===== src/rtl/core/sfcc_pkg.sv =====
// Shared types, constants and the CRC-8 step for the sensor frame checker.
`timescale 1ns / 1ps
package sfcc_pkg;

  localparam logic [7:0]  CRC_POLY    = 8'h31;
  localparam logic [7:0]  CRC_INIT    = 8'hFF;
  localparam logic [14:0] TEMP_SPAN   = 15'd17500;
  localparam logic [14:0] TEMP_OFFSET = 15'd4500;
  localparam logic [13:0] HUM_SPAN    = 14'd10000;
  localparam logic [30:0] ROUND_HALF  = 31'd32767;
  localparam logic [16:0] FULL_SCALE  = 17'd65535;

  // Position of the next byte within the six-byte frame.
  typedef enum logic [2:0] {
    POS_T_HI  = 3'd0,
    POS_T_LO  = 3'd1,
    POS_T_CRC = 3'd2,
    POS_H_HI  = 3'd3,
    POS_H_LO  = 3'd4,
    POS_H_CRC = 3'd5
  } pos_t;

  // A completed frame handed from the frame tracker to the scaler.
  typedef struct packed {
    logic        ok;
    logic [15:0] temp_raw;
    logic [15:0] hum_raw;
  } frame_t;

  // One byte through the MSB-first CRC-8 register.
  function automatic logic [7:0] crc_feed(input logic [7:0] crc, input logic [7:0] b);
    logic [7:0] c;
    c = crc ^ b;
    for (int k = 0; k < 8; k++) begin
      c = c[7] ? ({c[6:0], 1'b0} ^ CRC_POLY) : {c[6:0], 1'b0};
    end
    return c;
  endfunction

  // floor(n / 65535) for n below 2^31: n = q0*65536 + lo, so the remainder
  // against 65535 is lo + q0, which stays below twice the divisor.
  function automatic logic [14:0] div_full_scale(input logic [30:0] n);
    logic [14:0] q0;
    logic [16:0] r;
    q0 = n[30:16];
    r  = {1'b0, n[15:0]} + {2'b00, q0};
    return (r >= FULL_SCALE) ? q0 + 15'd1 : q0;
  endfunction

endpackage


===== src/rtl/core/sfcc_if.sv =====
// Valid/ready channel interfaces for the input bytes and the results.
`timescale 1ns / 1ps
interface sfcc_in_if;
  logic       valid;
  logic       ready;
  logic [7:0] rx_byte;
  logic       frame_start;

  modport source (output valid, output rx_byte, output frame_start, input ready);
  modport sink   (input valid, input rx_byte, input frame_start, output ready);
endinterface

interface sfcc_out_if;
  logic               valid;
  logic               ready;
  logic               status;
  logic signed [14:0] temperature_centi;
  logic        [13:0] humidity_centi;

  modport source (output valid, output status, output temperature_centi,
                  output humidity_centi, input ready);
  modport sink   (input valid, input status, input temperature_centi,
                  input humidity_centi, output ready);
endinterface


===== src/rtl/core/sensor_frame_crc_check_convert.sv =====
// Top level of the sensor frame CRC checker and unit converter.
`timescale 1ns / 1ps
// Usage:
// The in_ch channel carries one received sensor byte per transfer, with
// frame_start set on the first byte of a frame to realign the byte count.
// A frame is a temperature word, its CRC-8, a humidity word and its CRC-8.
// After the sixth byte one result appears on out_ch: status 0 when both
// CRCs match, with temperature in 0.01 C and humidity in 0.01 %RH; on a
// mismatch status is 1 and both values are zero.
// Throughput is one byte per cycle while in_ch.ready is high. The result
// of a frame moves from the frame register to the multiply register, then
// through the combinational divide by full scale into the output register.
// Reset (rst, synchronous) empties the pipeline and returns the byte count
// to the start of a frame. When the receiver stalls, the result holds in the
// output register and up to two more frames wait in the internal stages;
// in_ch.ready drops only when the frame register is full and cannot move.
module sensor_frame_crc_check_convert (
  input logic        clk,
  input logic        rst,
  sfcc_in_if.sink    in_ch,
  sfcc_out_if.source out_ch
);

  logic             accept;
  logic             done;
  sfcc_pkg::frame_t frame;
  logic             load_ready;

  assign in_ch.ready = load_ready;
  assign accept      = in_ch.valid && load_ready;

  sfcc_frame u_frame (
    .clk         (clk),
    .rst         (rst),
    .accept      (accept),
    .rx_byte     (in_ch.rx_byte),
    .frame_start (in_ch.frame_start),
    .done        (done),
    .frame       (frame)
  );

  sfcc_scale u_scale (
    .clk        (clk),
    .rst        (rst),
    .load       (done),
    .frame      (frame),
    .load_ready (load_ready),
    .out_ch     (out_ch)
  );

endmodule


===== src/rtl/core/sfcc_frame.sv =====
// Frame tracker: byte position, running CRC and the captured raw words.
`timescale 1ns / 1ps
module sfcc_frame (
  input  logic                clk,
  input  logic                rst,
  input  logic                accept,
  input  logic [7:0]          rx_byte,
  input  logic                frame_start,
  output logic                done,
  output sfcc_pkg::frame_t    frame
);

  sfcc_pkg::pos_t byte_position, byte_position_next;
  logic [7:0]     running_crc, running_crc_next;
  logic           first_word_crc_ok, first_word_crc_ok_next;
  logic [15:0]    first_word, first_word_next;
  logic [7:0]     second_word_high, second_word_high_next;
  logic [7:0]     second_word_low, second_word_low_next;
  sfcc_pkg::pos_t pos;
  logic [7:0]     crc_fed;

  assign pos     = frame_start ? sfcc_pkg::POS_T_HI : byte_position;
  assign crc_fed = sfcc_pkg::crc_feed(
                     (pos == sfcc_pkg::POS_T_HI || pos == sfcc_pkg::POS_H_HI) ?
                     sfcc_pkg::CRC_INIT : running_crc, rx_byte);

  always_comb begin
    byte_position_next     = byte_position;
    running_crc_next       = running_crc;
    first_word_crc_ok_next = first_word_crc_ok;
    first_word_next        = first_word;
    second_word_high_next  = second_word_high;
    second_word_low_next   = second_word_low;
    done                   = 1'b0;
    frame.ok               = first_word_crc_ok && (running_crc == rx_byte);
    frame.temp_raw         = first_word;
    frame.hum_raw          = {second_word_high, second_word_low};
    if (accept) begin
      case (pos)
        sfcc_pkg::POS_T_LO: begin
          running_crc_next   = crc_fed;
          first_word_next    = {first_word[15:8], rx_byte};
          byte_position_next = sfcc_pkg::POS_T_CRC;
        end
        sfcc_pkg::POS_T_CRC: begin
          first_word_crc_ok_next = (running_crc == rx_byte);
          running_crc_next       = sfcc_pkg::CRC_INIT;
          byte_position_next     = sfcc_pkg::POS_H_HI;
        end
        sfcc_pkg::POS_H_HI: begin
          running_crc_next      = crc_fed;
          second_word_high_next = rx_byte;
          byte_position_next    = sfcc_pkg::POS_H_LO;
        end
        sfcc_pkg::POS_H_LO: begin
          running_crc_next     = crc_fed;
          second_word_low_next = rx_byte;
          byte_position_next   = sfcc_pkg::POS_H_CRC;
        end
        sfcc_pkg::POS_H_CRC: begin
          done               = 1'b1;
          running_crc_next   = sfcc_pkg::CRC_INIT;
          byte_position_next = sfcc_pkg::POS_T_HI;
        end
        default: begin
          running_crc_next   = crc_fed;
          first_word_next    = {rx_byte, 8'h00};
          byte_position_next = sfcc_pkg::POS_T_LO;
        end
      endcase
    end
  end

  always_ff @(posedge clk) begin
    if (rst) begin
      byte_position     <= sfcc_pkg::POS_T_HI;
      running_crc       <= sfcc_pkg::CRC_INIT;
      first_word_crc_ok <= 1'b0;
    end else begin
      byte_position     <= byte_position_next;
      running_crc       <= running_crc_next;
      first_word_crc_ok <= first_word_crc_ok_next;
    end
  end

  always_ff @(posedge clk) begin
    first_word       <= first_word_next;
    second_word_high <= second_word_high_next;
    second_word_low  <= second_word_low_next;
  end

endmodule


===== src/rtl/core/sfcc_scale.sv =====
// Scaling: frame register, multiply stage, combinational divide, output register.
`timescale 1ns / 1ps
module sfcc_scale (
  input  logic             clk,
  input  logic             rst,
  input  logic             load,
  input  sfcc_pkg::frame_t frame,
  output logic             load_ready,
  sfcc_out_if.source       out_ch
);

  logic             s1_valid;
  sfcc_pkg::frame_t s1;
  logic             s2_valid;
  logic             s2_ok;
  logic [30:0]      s2_temp_prod;
  logic [29:0]      s2_hum_prod;
  logic             s1_adv;
  logic             s2_adv;
  logic             out_free;
  logic [14:0]      temp_q;
  logic [14:0]      hum_q;

  assign out_free   = !out_ch.valid || out_ch.ready;
  assign s2_adv     = s2_valid && out_free;
  assign s1_adv     = s1_valid && (!s2_valid || s2_adv);
  assign load_ready = !s1_valid || s1_adv;

  assign temp_q = sfcc_pkg::div_full_scale(s2_temp_prod);
  assign hum_q  = sfcc_pkg::div_full_scale({1'b0, s2_hum_prod});

  always_ff @(posedge clk) begin
    if (rst) begin
      s1_valid     <= 1'b0;
      s2_valid     <= 1'b0;
      out_ch.valid <= 1'b0;
    end else begin
      if (load_ready) begin
        s1_valid <= load;
      end
      if (!s2_valid || s2_adv) begin
        s2_valid <= s1_adv;
      end
      if (out_free) begin
        out_ch.valid <= s2_adv;
      end
    end
  end

  always_ff @(posedge clk) begin
    if (load && load_ready) begin
      s1 <= frame;
    end
    if (s1_adv) begin
      s2_ok        <= s1.ok;
      s2_temp_prod <= 31'(s1.temp_raw) * 31'(sfcc_pkg::TEMP_SPAN) + sfcc_pkg::ROUND_HALF;
      s2_hum_prod  <= 30'(s1.hum_raw) * 30'(sfcc_pkg::HUM_SPAN)
                      + sfcc_pkg::ROUND_HALF[29:0];
    end
    if (s2_adv) begin
      out_ch.status            <= !s2_ok;
      out_ch.temperature_centi <= s2_ok ? signed'(temp_q - sfcc_pkg::TEMP_OFFSET) : 15'sd0;
      out_ch.humidity_centi    <= s2_ok ? hum_q[13:0] : 14'd0;
    end
  end

endmodule


===== src/flat_wrapper.sv =====
// flat-port wrapper written by rule: the top's interface ports become plain ports
module sensor_frame_crc_check_convert_flat 
  (clk, rst, in_ch_valid, in_ch_rx_byte, in_ch_frame_start, in_ch_ready, out_ch_valid, out_ch_status, out_ch_temperature_centi, out_ch_humidity_centi, out_ch_ready);
  sfcc_in_if in_ch_i ();
  sfcc_out_if out_ch_i ();
  input logic clk;
  input logic rst;
  input wire logic [$bits(in_ch_i.valid)-1:0] in_ch_valid;
  input wire logic [$bits(in_ch_i.rx_byte)-1:0] in_ch_rx_byte;
  input wire logic [$bits(in_ch_i.frame_start)-1:0] in_ch_frame_start;
  output wire logic [$bits(in_ch_i.ready)-1:0] in_ch_ready;
  output wire logic [$bits(out_ch_i.valid)-1:0] out_ch_valid;
  output wire logic [$bits(out_ch_i.status)-1:0] out_ch_status;
  output wire logic [$bits(out_ch_i.temperature_centi)-1:0] out_ch_temperature_centi;
  output wire logic [$bits(out_ch_i.humidity_centi)-1:0] out_ch_humidity_centi;
  input wire logic [$bits(out_ch_i.ready)-1:0] out_ch_ready;
  assign in_ch_i.valid = in_ch_valid;
  assign in_ch_i.rx_byte = in_ch_rx_byte;
  assign in_ch_i.frame_start = in_ch_frame_start;
  assign in_ch_ready = in_ch_i.ready;
  assign out_ch_valid = out_ch_i.valid;
  assign out_ch_status = out_ch_i.status;
  assign out_ch_temperature_centi = out_ch_i.temperature_centi;
  assign out_ch_humidity_centi = out_ch_i.humidity_centi;
  assign out_ch_i.ready = out_ch_ready;
  sensor_frame_crc_check_convert u_core (.clk(clk), .rst(rst), .in_ch(in_ch_i), .out_ch(out_ch_i));
endmodule

===== config.mk =====
export PLATFORM = sky130hd
export DESIGN_NAME = sensor_frame_crc_check_convert_flat
export DESIGN_NICKNAME = d
export VERILOG_FILES = /design/src/rtl/core/sfcc_pkg.sv /design/src/rtl/core/sfcc_if.sv /design/src/rtl/core/sensor_frame_crc_check_convert.sv /design/src/rtl/core/sfcc_frame.sv /design/src/rtl/core/sfcc_scale.sv /design/src/flat_wrapper.sv
export SDC_FILE = /design/constraint.sdc
export NUM_CORES = 1
export LEC_CHECK = 0
export ABC_AREA = 1
export BUFFER_PORTS_ARGS = -buffer_cell sky130_fd_sc_hd__buf_2
export CAP_MARGIN = 40
export CORE_UTILIZATION = 60
export DETAILED_ROUTE_END_ITERATION = 8
export PLACE_DENSITY = 0.85
export SLEW_MARGIN = 20
export SYNTH_ARGS = -nofsm -noshare
export SYNTH_HDL_FRONTEND = slang
export SYNTH_SLANG_ARGS = --single-unit

===== constraint.sdc =====
create_clock -name clk -period 7.5 [get_ports clk]
set_input_delay 0.75 -clock clk [delete_from_list [all_inputs] [get_ports clk]]
set_output_delay 0.75 -clock clk [all_outputs]
set_load 0.01 [all_outputs]

==> summary.md <==
| Metric | Value |
|---|---|
| Outcome | `complete, no violations` |
| Worst setup margin | `1.98 ns` |
| Max cap viols | `0` |
| CP most frequent cell | `inv_1` |
| DRC viols | `0` |
| Synth top cells by count | `inv_1, nand2_1, ha_1, edfxtp_1, nor2_1` |
| Minimum clock period | `5.52 ns` |
| Gr usage total | `25.8%` |
| Yosys warning total | `0` |
| Final #Nets | `2237` |
| Utilization after layout | `66.1%` |
| Synth unique cells | `58` |
| Arrival time worst endpoint | `5.71 ns` |
| Area fraction of the dominant cell type after synthesis | `28.4%` |
| Peak VDD IR | `0.000159 V` |
| Mapped Avg Cell Area | `8.47 sq um` |
| Seq cells post-synth | `166` |
| Clock root cell | `clkbuf_16` |
| Cell accounting for the most synthesized area | `edfxtp_1` |
| Post-synth EDFFs | `151` |
| ANT nets after route | `0` |
| Worst EP required | `7.69 ns` |
| Mapped Area | `16000 sq um` |
| Die height | `165 microns` |
| Cell Pwr Density | `138 nW/um^2` |
| Syn_nets | `2181` |
| Slew margin rel. | `49.3%` |
| Tcrit/Tclk final | `73.6%` |
| Setup WS pre-CTS | `2.04 ns` |
| Cell Area, Placed | `16600 sq um` |
| Die area | `27300 sq um` |
| Worst Skew | `0.0167 ns` |
| Number of global-route vias before repair | `12240` |
| Rows | `59` |
| CP peak stage delay | `0.57 ns` |
| Setup Crit Path Kind | `reg2reg` |
| Leak pwr | `8.48 nW` |
| Final Hold Fails | `0` |
| Cts hold-fix bufs | `0` |
| Fraction of layout cells with a size suffix above 1 | `7.88%` |
| Antenna violations before repair | `0` |
| N_diodes | `0` |
| RSZ-0062 raised after global routing | `false` |
| Core area | `26100 sq um` |
| Hold WS | `0.415 ns` |
| Filler cells | `1949` |
| Die Width | `165 microns` |
| Clock Tree Buf Depth | `2` |
| Most frequent cell after synthesis | `inv_1` |
| Mapped Cells | `1885` |
| Share of flip-flops with an asynchronous set or reset | `0%` |
| Starting density of the core | `61.3%` |
| Fmax | `181 MHz` |
| Reg clk slew, reported paths | `0.07 ns` |
| Primary FF master, synth | `edfxtp_1` |
| Vias/cell | `5.44` |
| Max Slew Vio Count | `0` |
| CP Launch Type | `register` |
| DR WL/cell | `14.8 microns` |
| Worst min-delay path class | `reg2reg` |
| Drt first pass iters | `7` |
| CTS tree | `built` |
| Via Count | `12463` |
| Buffers on Ports | `44` |
| # clock sinks | `166` |
| # IOs | `45` |
| Register area share after synthesis | `30.3%` |
| Worst Max-Slew Pin Slew | `0.757 ns` |
| Resized Gates After CTS | `0` |
| Clk_lat worst skew | `0.44 ns` |
| CP max stage cell | `fa_1` |
| Sum Neg Setup Slack | `0 ns` |
| Total Wirelength | `33900 microns` |
| Crit. End Element | `register` |
| Iter 0 DRT Violations | `737` |
| CP Max Fanout | `5` |
| Routability cong. | `0.932` |
| Syn-to-layout area delta | `7.79%` |
| Setup violators final | `0` |
| Largest cells by area after synthesis | `edfxtp_1, ha_1, fa_1` |
| Post-DP HPWL | `27300 microns` |
| Post-CTS Setup Bufs | `0` |
| H-tree Lvls | `4` |
| Global route overflow | `0` |
| First-pass GRT wire length | `55800 microns` |
| Fin area | `17200 sq um` |
| Total CTS buffers | `17` |
| Pin count of the biggest net entering global routing | `35` |
==> worst max-delay path, delay by kind of cell (launching register included) <==
kind                       cells  cell delay [ns]
adders and majority gates      6             2.48
xor gates and xnor gates       1             0.24
AOI/OAI and AO/OA              3             0.56
and+or+nand+nor                9             1.11
buffers and inverters          8             0.47
DFF                            1             0.43
==> logic make-up after synthesis <==
| kind of cell | Yosys count | synth area share [%] |
|---|---|---|
| and+or+nand+nor | 714 | 19.9 |
| buffers and inverters | 411 | 9.89 |
| adders and majority gates | 283 | 25.9 |
| AOI/OAI and AO/OA | 178 | 6.62 |
| DFF | 166 | 30.3 |
| xor gates and xnor gates | 133 | 7.39 |
==> power breakdown <==
group | total, mW | leakage, nW | switching, mW | internal [mW]
registers | 1.05 | 1.50 | 0.0121 | 1.04
clock network | 0.906 | 0.297 | 0.399 | 0.507
logic | 0.424 | 6.69 | 0.272 | 0.152
total | 2.38 | 8.48 | 0.684 | 1.69
==> cell usage in the layout (no fill, tap or decap), drive strengths merged, types with 5 or more instances in the layout <==
| master | Yosys | routed |
|---|---|---|
| a21boi | 5 | 5 |
| a21oi | 99 | 99 |
| and2 | 5 | 5 |
| buf | 7 | 49 |
| clkbuf | 5 | 18 |
| dfxtp | 15 | 15 |
| edfxtp | 151 | 151 |
| fa | 80 | 80 |
| ha | 203 | 203 |
| inv | 399 | 408 |
| nand2 | 368 | 368 |
| nand3 | 101 | 101 |
| nand3b | 9 | 9 |
| nand4 | 29 | 29 |
| nor2 | 151 | 151 |
| nor3 | 26 | 26 |
| nor4 | 15 | 15 |
| o21ai | 42 | 42 |
| or2 | 5 | 5 |
| xnor2 | 45 | 45 |
| xor2 | 88 | 88 |
==> routing by layer <==
| metal | vias to the layer above | routed length, microns | global-route usage, % |
|---|---|---|---|
| li1 | 6189 | - | - |
| met1 | 5809 | 14400 | 31.0 |
| met2 | 372 | 17000 | 46.5 |
| met3 | 93 | 1470 | 3.55 |
| met4 | 0 | 1020 | 10.0 |
| met5 | - | 0 | 0 |
==> flip-flops by register name, summed over array words and instances, names as in the netlist, 3 cells and up <==
name                                     cells
u_core.u_frame.running_crc                   8
u_core.u_frame.second_word_low               8
u_core.u_scale.s2_hum_prod                  26
u_core.u_scale.s2_temp_prod                 29
u_core.u_scale.out_ch.humidity_centi        14
u_core.u_frame.second_word_high              8
u_core.u_scale.out_ch.temperature_centi     15
u_core.u_frame.byte_position                 3
u_core.u_scale.s1                           33
u_core.u_frame.first_word                   16
==> per-stage QoR <==
stage	total power, mW	std cells
finish	2.38	2289
global route	2.48	2289
CTS	2.38	2289
detailed placement	1.48	2257
global placement	1.47	2254
floorplan	1.39	1885
==> final cells by class <==
| class | count | area [sq um] | share of cell area (%) |
|---|---|---|---|
| clock buffers | 18 | 429 | 2.49 |
| clock inverters | 14 | 178 | 1.03 |
| inverters | 399 | 1500 | 8.70 |
| multi-input cells | 1308 | 9570 | 55.6 |
| flip-flops and latches | 166 | 4830 | 28.1 |
| well taps | 335 | 419 | 2.43 |
| repair buffers | 49 | 288 | 1.67 |
==> path summary, 6_finish.rpt <==
kind / cells after the start / to / startpoint / slack [ns]
hold reg to reg: 0 / u_core.u_scale.s1[4] / u_core.u_frame.second_word_low[4] / 0.41
setup / recovery: 27 / u_core.u_scale.s2_hum_prod[29] / u_core.u_scale.s1[4] / 1.98
hold / removal: 0 / u_core.u_scale.s1[4] / u_core.u_frame.second_word_low[4] / 0.41
setup reg to reg: 27 / u_core.u_scale.s2_hum_prod[29] / u_core.u_scale.s1[4] / 1.98
No activity file was read; power rests on OpenSTA's default activity.
